**src/design/sqmm_pkg.sv**
```systemverilog
// ----------------------------------------------------------------------------
// sqmm_pkg
// Shared widths, command codes and the queued transaction type for the
// square matrix column multiplier.
// ----------------------------------------------------------------------------
`timescale 1ns / 1ps

package sqmm_pkg;

  // Field widths
  localparam int ROW_W   = 3;   // row / column index fields
  localparam int VAL_W   = 32;  // Q16.16 values
  localparam int FRAC_W  = 16;  // fractional bits
  localparam int CADDR_W = 6;   // coefficient address, largest matrix is 8x8

  // Defaults and sizing
  localparam int DIM_DEFAULT = 3;
  localparam int QUEUE_DEPTH = 4;

  // Command codes
  localparam logic CMD_LOAD = 1'b0;
  localparam logic CMD_ELEM = 1'b1;

  // Classified transaction passed from front end to back end
  typedef struct packed {
    logic                    is_elem;   // column element, else coefficient load
    logic                    ends_col;  // element with the last index
    logic [CADDR_W-1:0]      caddr;     // coefficient address row*DIM+col
    logic [ROW_W-1:0]        row;       // element index within the column
    logic signed [VAL_W-1:0] value;
  } item_t;

endpackage

```
**src/design/sqmm_in_if.sv**
```systemverilog
// ----------------------------------------------------------------------------
// sqmm_in_if
// Input channel: coefficient loads and column elements.
// ----------------------------------------------------------------------------
`timescale 1ns / 1ps

interface sqmm_in_if;
  import sqmm_pkg::*;

  logic                    valid;
  logic                    ready;
  logic                    cmd;
  logic [ROW_W-1:0]        row_index;
  logic [ROW_W-1:0]        col_index;
  logic signed [VAL_W-1:0] value;

  modport source (output valid, cmd, row_index, col_index, value, input ready);
  modport sink   (input valid, cmd, row_index, col_index, value, output ready);
endinterface

```
**src/design/sqmm_out_if.sv**
```systemverilog
// ----------------------------------------------------------------------------
// sqmm_out_if
// Output channel: elements of the product column.
// ----------------------------------------------------------------------------
`timescale 1ns / 1ps

interface sqmm_out_if;
  import sqmm_pkg::*;

  logic                    valid;
  logic                    ready;
  logic signed [VAL_W-1:0] result;
  logic [ROW_W-1:0]        out_row;
  logic                    last;

  modport source (output valid, result, out_row, last, input ready);
  modport sink   (input valid, result, out_row, last, output ready);
endinterface

```
**src/design/square_matrix_column_multiply.sv**
```systemverilog
// ----------------------------------------------------------------------------
// square_matrix_column_multiply
// Once the completing B element is accepted, C elements pass through the read,
// multiply, accumulate and output registers and leave in row order.
// One shared MAC computes every C element; the back end takes no new load or
// element until all DIM*DIM terms of a column have been issued.
// Reset clears the queue and pipeline; A and B stores are undefined until written.
// ----------------------------------------------------------------------------
`timescale 1ns / 1ps

module square_matrix_column_multiply #(
  parameter int DIM = sqmm_pkg::DIM_DEFAULT
) (
  input  logic       clk,
  input  logic       rst,
  sqmm_in_if.sink    item,
  sqmm_out_if.source product
);
  import sqmm_pkg::*;

  logic  push_valid;
  logic  push_ready;
  item_t push_item;
  logic  pop_valid;
  logic  pop_ready;
  item_t pop_item;

  // Classify incoming transactions
  sqmm_front #(.DIM(DIM)) u_front (
    .item       (item),
    .push_valid (push_valid),
    .push_item  (push_item),
    .push_ready (push_ready)
  );

  // Decoupling queue
  sqmm_queue u_queue (
    .clk        (clk),
    .rst        (rst),
    .push_valid (push_valid),
    .push_item  (push_item),
    .push_ready (push_ready),
    .pop_valid  (pop_valid),
    .pop_item   (pop_item),
    .pop_ready  (pop_ready)
  );

  // Stores and multiply-accumulate
  sqmm_back #(.DIM(DIM)) u_back (
    .clk       (clk),
    .rst       (rst),
    .pop_valid (pop_valid),
    .pop_item  (pop_item),
    .pop_ready (pop_ready),
    .product   (product)
  );

endmodule

```
**src/design/sqmm_front.sv**
```systemverilog
// ----------------------------------------------------------------------------
// sqmm_front
// Accepts input transactions, drops out-of-range indexes, computes the
// coefficient address and flags the element that completes a column.
// ----------------------------------------------------------------------------
`timescale 1ns / 1ps

module sqmm_front #(
  parameter int DIM = sqmm_pkg::DIM_DEFAULT
) (
  sqmm_in_if.sink          item,
  output logic             push_valid,
  output sqmm_pkg::item_t  push_item,
  input  logic             push_ready
);
  import sqmm_pkg::*;

  localparam logic [ROW_W:0]   DIM_LIM  = (ROW_W + 1)'(DIM);
  localparam logic [ROW_W-1:0] LAST_ROW = ROW_W'(DIM - 1);

  logic row_ok;
  logic col_ok;
  logic in_range;

  // Range check; col_index only matters for loads
  assign row_ok   = {1'b0, item.row_index} < DIM_LIM;
  assign col_ok   = {1'b0, item.col_index} < DIM_LIM;
  assign in_range = (item.cmd == CMD_ELEM) ? row_ok : (row_ok && col_ok);

  // Out-of-range transactions are taken and dropped
  assign item.ready = push_ready;
  assign push_valid = item.valid && in_range;

  // Classification
  always_comb begin
    push_item.is_elem  = (item.cmd == CMD_ELEM);
    push_item.ends_col = (item.cmd == CMD_ELEM) && (item.row_index == LAST_ROW);
    push_item.caddr    = CADDR_W'(int'(item.row_index) * DIM + int'(item.col_index));
    push_item.row      = item.row_index;
    push_item.value    = item.value;
  end

endmodule

```
**src/design/sqmm_queue.sv**
```systemverilog
// ----------------------------------------------------------------------------
// sqmm_queue
// Small FIFO between front and back end so either side can stall alone.
// ----------------------------------------------------------------------------
`timescale 1ns / 1ps

module sqmm_queue (
  input  logic             clk,
  input  logic             rst,
  input  logic             push_valid,
  input  sqmm_pkg::item_t  push_item,
  output logic             push_ready,
  output logic             pop_valid,
  output sqmm_pkg::item_t  pop_item,
  input  logic             pop_ready
);
  import sqmm_pkg::*;

  localparam int PTR_W = $clog2(QUEUE_DEPTH);
  localparam int CNT_W = $clog2(QUEUE_DEPTH + 1);
  localparam logic [CNT_W-1:0] FULL = CNT_W'(QUEUE_DEPTH);

  item_t            slots [QUEUE_DEPTH];
  logic [PTR_W-1:0] wr_ptr;
  logic [PTR_W-1:0] rd_ptr;
  logic [CNT_W-1:0] count;
  logic             do_push;
  logic             do_pop;

  assign push_ready = (count != FULL);
  assign pop_valid  = (count != '0);
  assign pop_item   = slots[rd_ptr];
  assign do_push    = push_valid && push_ready;
  assign do_pop     = pop_valid && pop_ready;

  // Storage
  always_ff @(posedge clk) begin
    if (do_push) begin
      slots[wr_ptr] <= push_item;
    end
  end

  // Pointers and fill count
  always_ff @(posedge clk) begin
    if (rst) begin
      wr_ptr <= '0;
      rd_ptr <= '0;
      count  <= '0;
    end else begin
      if (do_push) wr_ptr <= wr_ptr + PTR_W'(1);
      if (do_pop)  rd_ptr <= rd_ptr + PTR_W'(1);
      case ({do_push, do_pop})
        2'b10:   count <= count + CNT_W'(1);
        2'b01:   count <= count - CNT_W'(1);
        default: count <= count;
      endcase
    end
  end

endmodule

```
**src/design/sqmm_back.sv**
```systemverilog
// ----------------------------------------------------------------------------
// sqmm_back
// Holds the coefficient store and column buffer, and runs one shared
// multiply-accumulate over DIM*DIM terms when a column completes.
// ----------------------------------------------------------------------------
`timescale 1ns / 1ps

module sqmm_back #(
  parameter int DIM = sqmm_pkg::DIM_DEFAULT
) (
  input  logic             clk,
  input  logic             rst,
  input  logic             pop_valid,
  input  sqmm_pkg::item_t  pop_item,
  output logic             pop_ready,
  sqmm_out_if.source       product
);
  import sqmm_pkg::*;

  localparam int IDX_W  = (DIM > 1) ? $clog2(DIM) : 1;
  localparam int ADDR_W = (DIM > 1) ? $clog2(DIM * DIM) : 1;
  localparam int CNT_W  = $clog2(DIM + 1);
  localparam int ACC_W  = 2 * VAL_W + CNT_W;
  localparam logic [IDX_W-1:0] LAST_IDX = IDX_W'(DIM - 1);
  localparam logic signed [ACC_W-1:0] SAT_HI = ACC_W'({1'b0, {(VAL_W-1){1'b1}}});
  localparam logic signed [ACC_W-1:0] SAT_LO = ~SAT_HI;

  // Stores
  logic signed [VAL_W-1:0] coef_mem [DIM*DIM];
  logic signed [VAL_W-1:0] col_buf  [DIM];

  // Sequencer
  logic              busy;
  logic [IDX_W-1:0]  i_cnt;
  logic [IDX_W-1:0]  k_cnt;
  logic [ADDR_W-1:0] caddr;
  logic              take;
  logic              en;

  // Read stage
  logic                    s1_v;
  logic                    s1_first;
  logic                    s1_lastk;
  logic [IDX_W-1:0]        s1_row;
  logic signed [VAL_W-1:0] coef_rd;
  logic signed [VAL_W-1:0] col_rd;

  // Multiply stage
  logic                      s2_v;
  logic                      s2_first;
  logic                      s2_lastk;
  logic [IDX_W-1:0]          s2_row;
  logic signed [2*VAL_W-1:0] prod;

  // Accumulate stage
  logic                    s3_done;
  logic [IDX_W-1:0]        s3_row;
  logic signed [ACC_W-1:0] acc;
  logic signed [ACC_W-1:0] shifted;
  logic signed [VAL_W-1:0] sat_val;

  // Whole pipeline advances unless a finished result is waiting
  assign en        = !product.valid || product.ready;
  assign pop_ready = !busy;
  assign take      = pop_valid && !busy;

  // Coefficient store: write on load, registered read while issuing
  always_ff @(posedge clk) begin
    if (take && !pop_item.is_elem) begin
      coef_mem[pop_item.caddr[ADDR_W-1:0]] <= pop_item.value;
    end
    if (en && busy) begin
      coef_rd <= coef_mem[caddr];
    end
  end

  // Column buffer: write on element, registered read while issuing
  always_ff @(posedge clk) begin
    if (take && pop_item.is_elem) begin
      col_buf[pop_item.row[IDX_W-1:0]] <= pop_item.value;
    end
    if (en && busy) begin
      col_rd <= col_buf[k_cnt];
    end
  end

  // Issue sequencer: rows i, terms k
  always_ff @(posedge clk) begin
    if (rst) begin
      busy  <= 1'b0;
      i_cnt <= '0;
      k_cnt <= '0;
      caddr <= '0;
    end else if (take) begin
      if (pop_item.ends_col) begin
        busy  <= 1'b1;
        i_cnt <= '0;
        k_cnt <= '0;
        caddr <= '0;
      end
    end else if (busy && en) begin
      caddr <= caddr + ADDR_W'(1);
      if (k_cnt == LAST_IDX) begin
        k_cnt <= '0;
        i_cnt <= i_cnt + IDX_W'(1);
        if (i_cnt == LAST_IDX) busy <= 1'b0;
      end else begin
        k_cnt <= k_cnt + IDX_W'(1);
      end
    end
  end

  // Stage valids
  always_ff @(posedge clk) begin
    if (rst) begin
      s1_v          <= 1'b0;
      s2_v          <= 1'b0;
      s3_done       <= 1'b0;
      product.valid <= 1'b0;
    end else if (en) begin
      s1_v          <= busy;
      s2_v          <= s1_v;
      s3_done       <= s2_v && s2_lastk;
      product.valid <= s3_done;
    end
  end

  // Pipeline payload
  always_ff @(posedge clk) begin
    if (en) begin
      s1_first <= (k_cnt == '0);
      s1_lastk <= (k_cnt == LAST_IDX);
      s1_row   <= i_cnt;

      s2_first <= s1_first;
      s2_lastk <= s1_lastk;
      s2_row   <= s1_row;
      prod     <= coef_rd * col_rd;

      if (s2_v) begin
        acc <= s2_first ? ACC_W'(prod) : acc + ACC_W'(prod);
      end
      s3_row <= s2_row;

      product.result  <= sat_val;
      product.out_row <= ROW_W'(s3_row);
      product.last    <= (s3_row == LAST_IDX);
    end
  end

  // Floor shift back to Q16.16 and saturate
  always_comb begin
    shifted = acc >>> FRAC_W;
    if (shifted > SAT_HI) begin
      sat_val = SAT_HI[VAL_W-1:0];
    end else if (shifted < SAT_LO) begin
      sat_val = SAT_LO[VAL_W-1:0];
    end else begin
      sat_val = shifted[VAL_W-1:0];
    end
  end

endmodule

```
**src/flat_wrapper.sv**
```systemverilog
// flat-port wrapper written by rule: the top's interface ports become plain ports
module square_matrix_column_multiply_flat import sqmm_pkg::*;
#(
  parameter int DIM = sqmm_pkg::DIM_DEFAULT
)
  (clk, rst, item_valid, item_cmd, item_row_index, item_col_index, item_value, item_ready, product_valid, product_result, product_out_row, product_last, product_ready);
  sqmm_in_if item_i ();
  sqmm_out_if product_i ();
  input  logic clk;
  input  logic rst;
  input wire logic [$bits(item_i.valid)-1:0] item_valid;
  input wire logic [$bits(item_i.cmd)-1:0] item_cmd;
  input wire logic [$bits(item_i.row_index)-1:0] item_row_index;
  input wire logic [$bits(item_i.col_index)-1:0] item_col_index;
  input wire logic [$bits(item_i.value)-1:0] item_value;
  output wire logic [$bits(item_i.ready)-1:0] item_ready;
  output wire logic [$bits(product_i.valid)-1:0] product_valid;
  output wire logic [$bits(product_i.result)-1:0] product_result;
  output wire logic [$bits(product_i.out_row)-1:0] product_out_row;
  output wire logic [$bits(product_i.last)-1:0] product_last;
  input wire logic [$bits(product_i.ready)-1:0] product_ready;
  assign item_i.valid = item_valid;
  assign item_i.cmd = item_cmd;
  assign item_i.row_index = item_row_index;
  assign item_i.col_index = item_col_index;
  assign item_i.value = item_value;
  assign item_ready = item_i.ready;
  assign product_valid = product_i.valid;
  assign product_result = product_i.result;
  assign product_out_row = product_i.out_row;
  assign product_last = product_i.last;
  assign product_i.ready = product_ready;
  square_matrix_column_multiply #(.DIM(DIM)) u_core (.clk(clk), .rst(rst), .item(item_i), .product(product_i));
endmodule
```
**config.mk**
```make
export PLATFORM = sky130hd
export DESIGN_NAME = square_matrix_column_multiply_flat
export DESIGN_NICKNAME = d
export VERILOG_FILES = /design/src/design/sqmm_pkg.sv /design/src/design/sqmm_in_if.sv /design/src/design/sqmm_out_if.sv /design/src/design/square_matrix_column_multiply.sv /design/src/design/sqmm_front.sv /design/src/design/sqmm_queue.sv /design/src/design/sqmm_back.sv /design/src/flat_wrapper.sv
export SDC_FILE = /design/constraint.sdc
export NUM_CORES = 2
export LEC_CHECK = 0
export BUFFER_PORTS_ARGS = -buffer_cell sky130_fd_sc_hd__buf_2
export CAP_MARGIN = 0
export CORE_ASPECT_RATIO = 1.4
export CORE_MARGIN = 8
export CORE_UTILIZATION = 40
export DETAILED_ROUTE_END_ITERATION = 10
export PLACE_DENSITY = 0.57
export SYNTH_ARGS = -nofsm -noshare
export SYNTH_HDL_FRONTEND = slang
export SYNTH_SLANG_ARGS = --single-unit
```
**constraint.sdc**
```tcl
create_clock -name clk -period 21.5 [get_ports clk]
set_clock_uncertainty 0.15 [all_clocks]
set_input_delay 5.375 -clock clk [delete_from_list [all_inputs] [get_ports clk]]
set_output_delay 5.375 -clock clk [all_outputs]
set_load 0.01 [all_outputs]
```
==> impl_results.md <==
- Post-synth cell types: 72
- Max-cap violation count: 0
- Crit path max fanout: 32
- Max frequency: about 110 MHz
- Hold depth: 0
- Worst min path class: reg2reg
- Root Driver: clkbuf_16
- Post-CTS Resized: 0
- Setup_tns: 0 ps
- Drt via density: approximately 5.1
- Wire per inst: around 21 um
- Syn Std Cell Area: a little under 70000 um^2
- # port buffers: 79
- Clock-pin slew on the worst setup and hold paths: roughly 70 ps
- Fin crit period: 9370 ps
- Warnings from Yosys: 0
- Final worst-path cycle share: 0.436
- TritonCTS Buffers: 85
- Final wirelength: between 150 and 200 mm
- Die Y: ~510 um
- Yosys reg bits: a little over 800
- Final HPWL DP: 123 mm
- Commonest non-fill, non-tap cell in the layout: fa_1
- CP Capture Type: flip-flop
- Rows: 181
- Top Ports: 81
- Kind of critical path: reg2reg
- Status: completed
- Post-synth EDFFs: approximately 780
- Buffers & Inverters on Critical Path: 7
- Max incr delay on CP: 1070 ps
- Number of clock sinks: 805
- Ys async rst share: 0
- Sequential fraction of the synthesis area: 0.344
- Area Overhead vs Synth: 8.30%
- CTS tree: done
- GRT overflow: 0
- Final setup violation count: 0
- RD Place Congestion: 0.888
- Worst Setup Start Kind: flip-flop
- CORE AREA: 173000 um^2
- Reg2Reg Depth: 26
- CTS Hold Bufs: 0
- Crit. path cell count: 26
- Detailed Routing Iterations Pass 1: 7
- Post-synth top area cell: edfxtp_1
- CTS max path bufs: 3
- Die span in x: around 370 um
- Worst skew pair latency: around 700 ps
- Post-DRT Antenna Nets: 0
- Vias in the first global route: between 40000 and 50000
- DRC violations left: 0
- Synthesized instance count: 5963
- Top cells by area, synth: edfxtp_1 34%, fa_1 31%, inv_1 5.4%
- Final #Nets: roughly 7300
- Fillers: around 16000
- RSZ-0062 raised after global routing: no
- Main synth FF type: edfxtp_1
- First-pass GRT wire length: between 200 and 300 mm
- Slew Limit Fails: 0
- Syn_nets: 7354
- Routed vias: ~43000
- Tightest Pin Transition: around 1200 ps
- Iter 0 DRT Violations: between 2000 and 2500
- Initial antenna violation count: 4
- Post-CTS Setup Inserts: 0
- Die area: around 190000 um^2
- Crit path DAT: about 9600 ps
- Fin. Hold Viols: 0
- Top-area cell type share of the netlist area: 0.338
- Largest net degree at the start of global routing: between 80 and 90
- Syn Area/Cell: about 12 um^2
- Crit path top cell by count: fa_1
- Tot GR Track Use: 0.183
- H-tree depth: 3
- Worst EP required: roughly 22000 ps
- Max-Slew Margin vs Limit: 0.193
- Initial Utilization: 0.402
- Crit-path leading delay family: adder cells
- Commonest cells after routing, fill and taps aside: 1086 x fa_1, 1004 x inv_1, 783 x edfxtp_1, 706 x nand2_1, 524 x and2_1
- Layout cells sized above 1: 0.0771
- Worst-path cell with the longest stage delay: edfxtp_1
## metrics by stage
step	util	hold slack (ps)	std cells	setup slack, ps	area, um^2
floorplan	-	250	5963	11110	69600
global placement	0.419	254	8122	12350	72500
detailed placement	0.419	259	8122	12190	72500
CTS	0.435	275	8280	12230	75400
global route	0.435	281	8283	11550	75400
finish	0.435	275	8284	12130	75400
## registers in the layout, indices dropped and copies added, names as in the netlist, 3 cells and up, named ones only
register                      flops
u_core.u_back.acc                66
u_core.u_back.caddr               4
u_core.u_back.coef_mem          288
u_core.u_back.coef_rd            32
u_core.u_back.col_buf            96
u_core.u_back.col_rd             32
u_core.u_back.prod               64
u_core.u_back.product.result     32
u_core.u_queue.count              3
u_core.u_queue.slots            160
## Yosys cell counts, types with 19 or more instances
cell type  count
dfxtp_1       22
nand2_1      706
and3_1        19
xor2_1        60
nor2_1       181
a21o_1        73
o21a_1        23
xnor2_1       78
and2_1       529
ha_1         262
nand4_1       26
a31oi_1       19
nor3_1        20
o21ai_0      204
nand2b_1      22
mux4_2       103
edfxtp_1     783
a21oi_1      136
fa_1        1086
clkbuf_1     289
nor2b_1       22
inv_1       1006
nand3_1       35
mux2i_1       68
## final cells by class
cell class	count	area, um^2	share of cell area
antenna	4	10.0	0.000133
clock buffer	97	2170	0.0288
clock inverter	61	647	0.00858
inverter	1006	3780	0.0501
multi-input combinational	3849	40800	0.542
sequential	805	24000	0.318
tap	2287	2860	0.0380
timing repair buffer	175	1120	0.0148
## cell families after synthesis
group / synth area share
muxes: 0.0436
xor gates and xnor gates: 0.0174
DFF: 0.344
buffers and inverters: 0.0707
other: 0.0000539
adders and majority gates: 0.359
AOI/OAI and AO/OA: 0.0525
and+or+nand+nor: 0.112
## worst paths after layout
| check | from | end | slack (ps) |
|---|---|---|---|
| worst max register to register | u_core.u_back.coef_rd[31] | u_core.u_back.prod[60] | 12130 |
| worst min-delay path | u_core.u_back.s1_row[0] | u_core.u_back.s2_row[0] | 270 |
| worst min register to register | u_core.u_back.s1_row[0] | u_core.u_back.s2_row[0] | 270 |
| worst max-delay path | u_core.u_back.coef_rd[31] | u_core.u_back.prod[60] | 12130 |
## per-layer routing
layer  vias to the layer above  global-route usage  routed length [um]
li1                      19039                   -                   -
met1                     22030               0.221               67700
met2                      1203               0.331               87300
met3                       381              0.0258                8870
met4                         0              0.0662                6390
met5                         -                   0                   0
Power is left out: the tool's default activity adds up to more than one toggle a clock period on the data nets, which glitch-free logic cannot reach.
